## src/hw/rtl/fpd_pkg.sv

```systemverilog
// shared types and constants for the four-point derivative stream
// no dependencies; imported by every module of the block
package fpd_pkg;

    localparam int POS_W       = 16;
    localparam int SLOPE_W     = 32;
    localparam int SCALE_W     = 24;
    localparam int FRAC_BITS   = 16;
    localparam int SUM_GROWTH  = 6;
    localparam int WIN_DEPTH   = 5;
    localparam int MAX_RESULTS = 5;
    localparam int COUNT_W     = $clog2(MAX_RESULTS + 1);

    localparam logic [SCALE_W-1:0] SCALE_RESET = SCALE_W'(10923);

    typedef logic [COUNT_W-1:0] t_count;
    typedef logic [POS_W-1:0]   t_pos;

    localparam t_count FILL_FIRST = COUNT_W'(WIN_DEPTH - 1);
    localparam t_count FILL_FULL  = COUNT_W'(WIN_DEPTH);
    localparam t_count ONE_LEFT   = COUNT_W'(1);

    // one sample's worth of results waiting to be issued
    typedef struct packed {
        t_count cnt;
        t_pos   pos;
        logic   last;
        logic   err;
    } t_job_ctl;

    // side fields of one result
    typedef struct packed {
        t_pos pos;
        logic last;
        logic err;
    } t_beat_ctl;

endpackage

```

## src/hw/rtl/fpd_window.sv

```systemverilog
// sample window, fill count and position counter, plus the stencil sums
// for the item being accepted; depends on fpd_pkg
module fpd_window #(
    parameter int SAMPLE_WIDTH = 16,
    parameter int SUM_W        = 22
) (
    input  logic                           i_clk,
    input  logic                           i_rst_n,
    input  logic                           i_accept,
    input  logic signed [SAMPLE_WIDTH-1:0] i_sample,
    input  logic                           i_final,
    output logic signed [SUM_W-1:0]        o_sum [fpd_pkg::MAX_RESULTS],
    output fpd_pkg::t_job_ctl              o_ctl
);
    import fpd_pkg::*;

    logic signed [SAMPLE_WIDTH-1:0] r_win [WIN_DEPTH];
    t_count                         r_fill, n_fill;
    t_pos                           r_pos, n_pos;

    logic signed [SUM_W-1:0] e [WIN_DEPTH + 1];
    logic signed [SUM_W-1:0] sum_first, sum_inner, sum_last;
    logic signed [SUM_W-1:0] sum_near [3];

    always_comb begin
        for (int m = 0; m < WIN_DEPTH; m++) begin
            e[m] = SUM_W'(r_win[m]);
        end
        e[WIN_DEPTH] = SUM_W'(i_sample);

        sum_first = SUM_W'(18) * e[2] - SUM_W'(11) * e[1] - SUM_W'(9) * e[3]
                  + SUM_W'(2) * e[4];
        sum_inner = SUM_W'(6) * e[2] - SUM_W'(2) * e[0] - SUM_W'(3) * e[1] - e[3];
        for (int k = 0; k < 3; k++) begin
            sum_near[k] = e[k] - SUM_W'(6) * e[k+1] + SUM_W'(3) * e[k+2]
                        + SUM_W'(2) * e[k+3];
        end
        sum_last = SUM_W'(9) * e[3] - SUM_W'(2) * e[2] - SUM_W'(18) * e[4]
                 + SUM_W'(11) * e[5];
    end

    always_comb begin
        for (int m = 0; m < MAX_RESULTS; m++) begin
            o_sum[m] = '0;
        end
        o_ctl.cnt  = '0;
        o_ctl.pos  = r_pos;
        o_ctl.last = 1'b0;
        o_ctl.err  = 1'b0;
        priority if (i_final && (r_fill < FILL_FULL)) begin
            // short run: one error result
            o_ctl.cnt  = ONE_LEFT;
            o_ctl.pos  = '0;
            o_ctl.last = 1'b1;
            o_ctl.err  = 1'b1;
        end else if (i_final) begin
            o_ctl.cnt  = COUNT_W'(MAX_RESULTS);
            o_ctl.last = 1'b1;
            o_sum[0]   = sum_inner;
            o_sum[1]   = sum_near[0];
            o_sum[2]   = sum_near[1];
            o_sum[3]   = sum_near[2];
            o_sum[4]   = sum_last;
        end else if (r_fill == FILL_FIRST) begin
            o_ctl.cnt = ONE_LEFT;
            o_sum[0]  = sum_first;
        end else if (r_fill == FILL_FULL) begin
            o_ctl.cnt = ONE_LEFT;
            o_sum[0]  = sum_inner;
        end else begin
            // window still filling: no result
            o_ctl.cnt = '0;
        end
    end

    always_comb begin
        n_fill = r_fill;
        n_pos  = r_pos;
        if (i_final) begin
            n_fill = '0;
            n_pos  = '0;
        end else begin
            if (r_fill < FILL_FULL) begin
                n_fill = r_fill + ONE_LEFT;
            end
            n_pos = r_pos + POS_W'(o_ctl.cnt);
        end
    end

    always_ff @(posedge i_clk) begin
        if (!i_rst_n) begin
            r_fill <= '0;
            r_pos  <= '0;
        end else if (i_accept) begin
            r_fill <= n_fill;
            r_pos  <= n_pos;
        end
    end

    // window contents are qualified by the fill count
    always_ff @(posedge i_clk) begin
        if (i_accept) begin
            for (int m = 0; m < WIN_DEPTH - 1; m++) begin
                r_win[m] <= r_win[m+1];
            end
            r_win[WIN_DEPTH-1] <= i_sample;
        end
    end

endmodule

```

## src/hw/rtl/fpd_job.sv

```systemverilog
// holds the sums released by one item and issues them one per cycle while i_ready is high
// depends on fpd_pkg
module fpd_job #(
    parameter int SUM_W = 22
) (
    input  logic                    i_clk,
    input  logic                    i_rst_n,
    input  logic                    i_load,
    input  logic signed [SUM_W-1:0] i_sum [fpd_pkg::MAX_RESULTS],
    input  fpd_pkg::t_job_ctl       i_ctl,
    output logic                    o_load_ok,
    output logic                    o_valid,
    input  logic                    i_ready,
    output logic signed [SUM_W-1:0] o_sum,
    output fpd_pkg::t_beat_ctl      o_beat
);
    import fpd_pkg::*;

    logic                    r_valid;
    t_count                  r_left;
    t_pos                    r_pos;
    logic                    r_last;
    logic                    r_err;
    logic signed [SUM_W-1:0] r_sum [MAX_RESULTS];

    logic issue;
    logic last_beat;

    assign issue       = r_valid && i_ready;
    assign last_beat   = (r_left == ONE_LEFT);
    assign o_load_ok   = !r_valid || (issue && last_beat);
    assign o_valid     = r_valid;
    assign o_sum       = r_sum[0];
    assign o_beat.pos  = r_pos;
    assign o_beat.last = r_last && last_beat;
    assign o_beat.err  = r_err;

    always_ff @(posedge i_clk) begin
        if (!i_rst_n) begin
            r_valid <= 1'b0;
            r_left  <= '0;
        end else if (i_load) begin
            r_valid <= 1'b1;
            r_left  <= i_ctl.cnt;
        end else if (issue) begin
            r_valid <= !last_beat;
            r_left  <= r_left - ONE_LEFT;
        end
    end

    always_ff @(posedge i_clk) begin
        if (i_load) begin
            r_pos  <= i_ctl.pos;
            r_last <= i_ctl.last;
            r_err  <= i_ctl.err;
            for (int m = 0; m < MAX_RESULTS; m++) begin
                r_sum[m] <= i_sum[m];
            end
        end else if (issue) begin
            r_pos <= r_pos + POS_W'(1);
            for (int m = 0; m < MAX_RESULTS - 1; m++) begin
                r_sum[m] <= r_sum[m+1];
            end
        end
    end

endmodule

```

## src/hw/rtl/fpd_scale.sv

```systemverilog
// multiplies a stencil sum by the scale register, shifts, saturates if
// too wide, and holds it for the output channel; depends on fpd_pkg
module fpd_scale #(
    parameter int SUM_W = 22
) (
    input  logic                         i_clk,
    input  logic                         i_rst_n,
    input  logic                         i_valid,
    output logic                         o_ready,
    input  logic signed [SUM_W-1:0]      i_sum,
    input  fpd_pkg::t_beat_ctl           i_beat,
    input  logic [fpd_pkg::SCALE_W-1:0]  i_scale,
    output logic                         o_valid,
    input  logic                         i_ready,
    output logic [fpd_pkg::SLOPE_W-1:0]  o_slope,
    output fpd_pkg::t_beat_ctl           o_beat
);
    import fpd_pkg::*;

    localparam int PROD_W = SUM_W + SCALE_W + 1;
    localparam int SH_W   = PROD_W - FRAC_BITS;

    logic                     r_m_valid;
    logic signed [PROD_W-1:0] r_prod;
    t_beat_ctl                r_m_beat;

    logic                     r_o_valid;
    logic [SLOPE_W-1:0]       r_slope;
    t_beat_ctl                r_o_beat;

    logic                     out_ready;
    logic signed [PROD_W-1:0] n_prod;
    logic signed [SH_W-1:0]   shv;
    logic [SLOPE_W-1:0]       n_slope;

    assign out_ready = !r_o_valid || i_ready;
    assign o_ready   = !r_m_valid || out_ready;
    assign n_prod    = PROD_W'(i_sum) * PROD_W'($signed({1'b0, i_scale}));
    assign shv       = r_prod[PROD_W-1:FRAC_BITS];

    generate
        if (SH_W <= SLOPE_W) begin : g_fits
            assign n_slope = SLOPE_W'(shv);
        end else begin : g_sat
            localparam logic signed [SH_W-1:0] SAT_HI =
                {{(SH_W - SLOPE_W + 1){1'b0}}, {(SLOPE_W - 1){1'b1}}};
            localparam logic signed [SH_W-1:0] SAT_LO =
                {{(SH_W - SLOPE_W + 1){1'b1}}, {(SLOPE_W - 1){1'b0}}};
            always_comb begin
                priority if (shv > SAT_HI) begin
                    n_slope = SAT_HI[SLOPE_W-1:0];
                end else if (shv < SAT_LO) begin
                    n_slope = SAT_LO[SLOPE_W-1:0];
                end else begin
                    n_slope = shv[SLOPE_W-1:0];
                end
            end
        end
    endgenerate

    always_ff @(posedge i_clk) begin
        if (!i_rst_n) begin
            r_m_valid <= 1'b0;
            r_o_valid <= 1'b0;
        end else begin
            if (o_ready) begin
                r_m_valid <= i_valid;
            end
            if (out_ready) begin
                r_o_valid <= r_m_valid;
            end
        end
    end

    always_ff @(posedge i_clk) begin
        if (o_ready && i_valid) begin
            r_prod   <= n_prod;
            r_m_beat <= i_beat;
        end
        if (out_ready && r_m_valid) begin
            r_slope  <= n_slope;
            r_o_beat <= r_m_beat;
        end
    end

    assign o_valid = r_o_valid;
    assign o_slope = r_slope;
    assign o_beat  = r_o_beat;

endmodule

```

## src/hw/rtl/four_point_derivative_stream.sv

```systemverilog
// top level of the four-point derivative stream
// depends on fpd_pkg, fpd_window, fpd_job and fpd_scale
//
// usage
//   s_axis carries samples; tlast marks the final sample of a run.
//   m_axis carries one derivative estimate per sample: tdata holds slope
//   and position, tlast marks the last estimate of a run, tuser flags the
//   single error result given for a run shorter than six samples.
//   estimate i leaves once sample i+4 is taken; the final sample releases
//   the last five estimates back to back.
//   the scale register (unsigned Q8.16) is written through i_cfg_we and
//   i_cfg_wdata, by the user only while the block is idle (not enforced).
// timing
//   one sample per cycle while s_axis_tready is high; a result passes the
//   issue, product and output registers to m_axis. the final sample of a
//   full run loads five results, and s_axis_tready stays low until the last is issued.
// reset and stall
//   reset empties the pipeline, starts a new run and sets scale to 10923.
//   a stall on m_axis holds the output register and backs up through the
//   product and issue stages into s_axis_tready; nothing is dropped.
module four_point_derivative_stream #(
    parameter int SAMPLE_WIDTH = 16
) (
    input  logic                                    i_clk,
    input  logic                                    i_rst_n,
    input  logic                                    i_cfg_we,
    input  logic [fpd_pkg::SCALE_W-1:0]             i_cfg_wdata,
    input  logic                                    s_axis_tvalid,
    output logic                                    s_axis_tready,
    input  logic [((SAMPLE_WIDTH + 7) / 8) * 8-1:0] s_axis_tdata,  // sample
    input  logic                                    s_axis_tlast,  // final_sample
    output logic                                    m_axis_tvalid,
    input  logic                                    m_axis_tready,
    output logic [fpd_pkg::SLOPE_W + fpd_pkg::POS_W-1:0] m_axis_tdata, // slope, position
    output logic                                    m_axis_tlast,  // end_of_run
    output logic                                    m_axis_tuser   // too_short
);
    import fpd_pkg::*;

    localparam int SUM_W = SAMPLE_WIDTH + SUM_GROWTH;

    logic [SCALE_W-1:0]      r_scale;
    logic                    accept;
    logic                    load_ok;
    logic signed [SUM_W-1:0] win_sum [MAX_RESULTS];
    t_job_ctl                win_ctl;
    logic                    beat_valid;
    logic                    beat_ready;
    logic signed [SUM_W-1:0] beat_sum;
    t_beat_ctl               beat_ctl;
    logic [SLOPE_W-1:0]      out_slope;
    t_beat_ctl               out_ctl;

    always_ff @(posedge i_clk) begin
        if (!i_rst_n) begin
            r_scale <= SCALE_RESET;
        end else if (i_cfg_we) begin
            r_scale <= i_cfg_wdata;
        end
    end

    assign s_axis_tready = load_ok;
    assign accept        = s_axis_tvalid && load_ok;

    fpd_window #(
        .SAMPLE_WIDTH(SAMPLE_WIDTH),
        .SUM_W       (SUM_W)
    ) u_window (
        .i_clk   (i_clk),
        .i_rst_n (i_rst_n),
        .i_accept(accept),
        .i_sample(s_axis_tdata[SAMPLE_WIDTH-1:0]),
        .i_final (s_axis_tlast),
        .o_sum   (win_sum),
        .o_ctl   (win_ctl)
    );

    fpd_job #(
        .SUM_W(SUM_W)
    ) u_job (
        .i_clk    (i_clk),
        .i_rst_n  (i_rst_n),
        .i_load   (accept && (win_ctl.cnt != '0)),
        .i_sum    (win_sum),
        .i_ctl    (win_ctl),
        .o_load_ok(load_ok),
        .o_valid  (beat_valid),
        .i_ready  (beat_ready),
        .o_sum    (beat_sum),
        .o_beat   (beat_ctl)
    );

    fpd_scale #(
        .SUM_W(SUM_W)
    ) u_scale (
        .i_clk  (i_clk),
        .i_rst_n(i_rst_n),
        .i_valid(beat_valid),
        .o_ready(beat_ready),
        .i_sum  (beat_sum),
        .i_beat (beat_ctl),
        .i_scale(r_scale),
        .o_valid(m_axis_tvalid),
        .i_ready(m_axis_tready),
        .o_slope(out_slope),
        .o_beat (out_ctl)
    );

    assign m_axis_tdata = {out_ctl.pos, out_slope};
    assign m_axis_tlast = out_ctl.last;
    assign m_axis_tuser = out_ctl.err;

endmodule

```

## config.mk

```make
export PLATFORM = sky130hd
export DESIGN_NAME = four_point_derivative_stream
export DESIGN_NICKNAME = d
export VERILOG_FILES = /design/src/hw/rtl/fpd_pkg.sv /design/src/hw/rtl/fpd_window.sv /design/src/hw/rtl/fpd_job.sv /design/src/hw/rtl/fpd_scale.sv /design/src/hw/rtl/four_point_derivative_stream.sv
export SDC_FILE = /design/constraint.sdc
export NUM_CORES = 2
export LEC_CHECK = 0
export ABC_AREA = 1
export BUFFER_PORTS_ARGS = -buffer_cell sky130_fd_sc_hd__buf_2
export CELL_PAD_IN_SITES_DETAIL_PLACEMENT = 0
export CELL_PAD_IN_SITES_GLOBAL_PLACEMENT = 1
export CORE_MARGIN = 1
export CORE_UTILIZATION = 39
export DETAILED_ROUTE_END_ITERATION = 7
export HOLD_SLACK_MARGIN = 0.03
export PLACE_DENSITY = 0.67
export SLEW_MARGIN = 30
export SYNTH_ARGS = -nofsm -noshare
export SYNTH_HDL_FRONTEND = slang
export SYNTH_SLANG_ARGS = --single-unit
```

## constraint.sdc

```tcl
create_clock -name i_clk -period 19.2 [get_ports i_clk]
set_input_delay 0.96 -clock i_clk [delete_from_list [all_inputs] [get_ports i_clk]]
set_output_delay 0.96 -clock i_clk [all_outputs]
set_load 0.02 [all_outputs]
```

==> results.md <==
* Fin. max-slew vios at 0
* Fin. Hold Viols at 0
* Vias in the first global route at 46.6k
* CP bufs+invs at 7
* Async set-reset flop share out of synthesis at 0%
* Status: complete, no violations
* Inst Count DP at 8,629
* Critical path data required time at 19,620 ps
* Die Wd at 376 um
* Initial antenna violation count at 2
* Post-synthesis cell area at 54,400 um^2
* Clock buffer depth at 3
* EDFF count, synth at 306
* Clk sinks at 355
* # Post-CTS Setup Buffers at 0
* Residual DRC at 0
* Number of synthesized register bits at 355
* Critical-path top delay cell: dfxtp_1
* Post-Synthesis Cells at 6,749
* Commonest cells after routing, fill and taps aside: inv_1 (1,455), nand2_1 (1,443), ha_1 (669)
* CP arrival at 7580 ps
* Initial DRC count at 2,695
* Worst slew margin relative to its limit at 42.4%
* Drt wl/cell at 23.0 um
* Final net count at 8,170
* Critical path startpoint category: register
* Post-synth net total at 8,100
* DR vias/cell at 5.19
* Post-cts sizing count at 0
* GRT Util Overall at 28.3%
* Die area at 141,000 um^2
* H-tree lvl count at 2
* Largest net degree at the start of global routing at 73
* Row count at 136
* CTS root buf: clkbuf_16
* Worst-path clk slew at 60 ps
* Synth Area per Inst at 8.06 um^2
* Vias at 45.2k
* CTS tree: built
* Hpwl dp at 169,000 um
* Max-Cap Viols at 0
* Core Region at 138,000 um^2
* Top Ports at 98
* Peak Freq at 0.140 GHz
* Routed WL at 201,000 um
* Critical path class: reg -> reg
* Tmin final at 7160 ps
* Crit path cell chain: buf_4 > nand2_1 > fa_1 > inv_1 > fa_1 > inv_1 > fa_1 > fa_1 > inv_1 > fa_1 > inv_1 > fa_1 > inv_1 > fa_1 > ha_1 > a21oi_1 > o21a_1 > inv_1 > a21oi_1 > nand2_1 > a21oi_1 > o21ai_0 > xor2_1
* RSZ-0062 raised after global routing: no
* Non-filler instance count after layout at 8,723
* Antenna-violating nets left at 0
* Min-delay worst type: reg -> reg
* Placed cell area at 57,100 um^2
* Initial Util at 39.4%
* # diodes at 0
* Grt ovf at 0
* Worst hold slack at 416 ps
* Commonest non-fill, non-tap cell in the layout: inv_1
* Final setup violation count at 0
* CP delay by family, top: adder cells
* Worst-margin pin slew at 863 ps
* Clock Skews at 21.6 ps
* Sequential area share after synthesis at 18.7%
* Setup TNS at 0 ps
* Nature of the critical path endpoint: register
* Yosys warns at 0
* Final cycle utilization of the critical path at 37.3%
* First-pass GRT wire length at 296,000 um
* Drt pass-1 iters at 6
* # port buffers at 97
* Most frequent CP cell: fa_1
* Design Area, Final at 58,800 um^2
* CP peak stage delay at 800 ps
* Synth Flop Type: edfxtp_1
* Max FO, Critical Path at 13
* Synth unique cells at 63
* Area grow syn2layout at 7.98%
* Layout cells sized above 1 at 4.14%
* GP Congestion at 0.962
* TritonCTS Buffers at 51
* Die H at 376 um
* Hold Buf Count CTS at 0
* Clk_lat worst skew at 670 ps
==> path summary, 6_finish.rpt <==
kind | from | to | slack, ps | cells after the start
hold reg to reg | u_scale.r_m_beat[2] | u_scale.o_beat[2] | 420 | 0
hold / removal | u_scale.r_m_beat[2] | u_scale.o_beat[2] | 420 | 0
setup / recovery | r_scale[12] | u_scale.r_prod[30] | 12040 | 23
setup reg to reg | r_scale[12] | u_scale.r_prod[30] | 12040 | 23
==> synth_stat cells (24+ instances only) <==
library cell  number  area [um^2]
inv_1           1457         5470
nand2_1         1444         5420
ha_1             669         8370
fa_1             636        12700
a21oi_1          487         2440
nor2_1           357         1340
o21ai_0          313         1570
edfxtp_1         306         9190
nand3_1          199          996
xor2_1           186         1630
clkbuf_1         112          420
xnor2_1           99          867
nor3_1            56          280
dfxtp_1           49          981
nand4_1           43          269
a21o_1            28          210
o21bai_1          28          210
or2_2             27          169
a31oi_1           25          156
o211ai_1          24          180
==> area by class of cell <==
cell class | instances | area [um^2]
Fill cell | 14400 | 79200
Multi-Input combinational cell | 4803 | 38200
Sequential cell | 355 | 10200
Inverter | 1461 | 5490
Tap cell | 1863 | 2330
Clock buffer | 71 | 1370
Timing Repair Buffer | 147 | 902
Clock inverter | 23 | 254
==> sequential cells by signal, indices dropped and copies added, names as in the netlist <==
register and cells:
r_scale 24, u_job.o_valid 1, u_job.r_err 1, u_job.r_last 1
u_job.r_left 3, u_job.r_pos 16, u_job.r_sum 110, u_scale.o_beat 18
u_scale.o_slope 31, u_scale.o_valid 1, u_scale.r_m_beat 18, u_scale.r_m_valid 1
u_scale.r_prod 31, u_window.r_fill 3, u_window.r_pos 16, u_window.r_win 80
==> metrics by stage <==
step	utilization [%]	worst slack, ps
finish	42.6	12040
global route	42.6	11650
CTS	42.6	11990
detailed placement	41.4	11990
global placement	41.3	11860
floorplan	-	13150
==> routing by layer <==
layer / track usage, % / vias up / routed length [um]
met4: 17.4 / 4 / 14500
met2: 52.3 / 1050 / 103000
met1: 31.4 / 22200 / 76300
met3: 2.47 / 395 / 6400
li1: - / 21500 / -
met5: 0 / - / 28
==> cell families after synthesis <==
group                    count (synthesis)  share of synthesized area (%)
AND/OR/NAND/NOR                       2177                           16.2
buffers and inverters                 1591                           11.1
adder cells (fa/ha/maj)               1305                           38.8
AO/OA/AOI/OAI                         1036                           10.6
flip-flops                             355                           18.7
XOR/XNOR                               285                           4.59
Power is not shown: default switching activity piles up to over one toggle a cycle in this logic, so the estimate is an artifact.
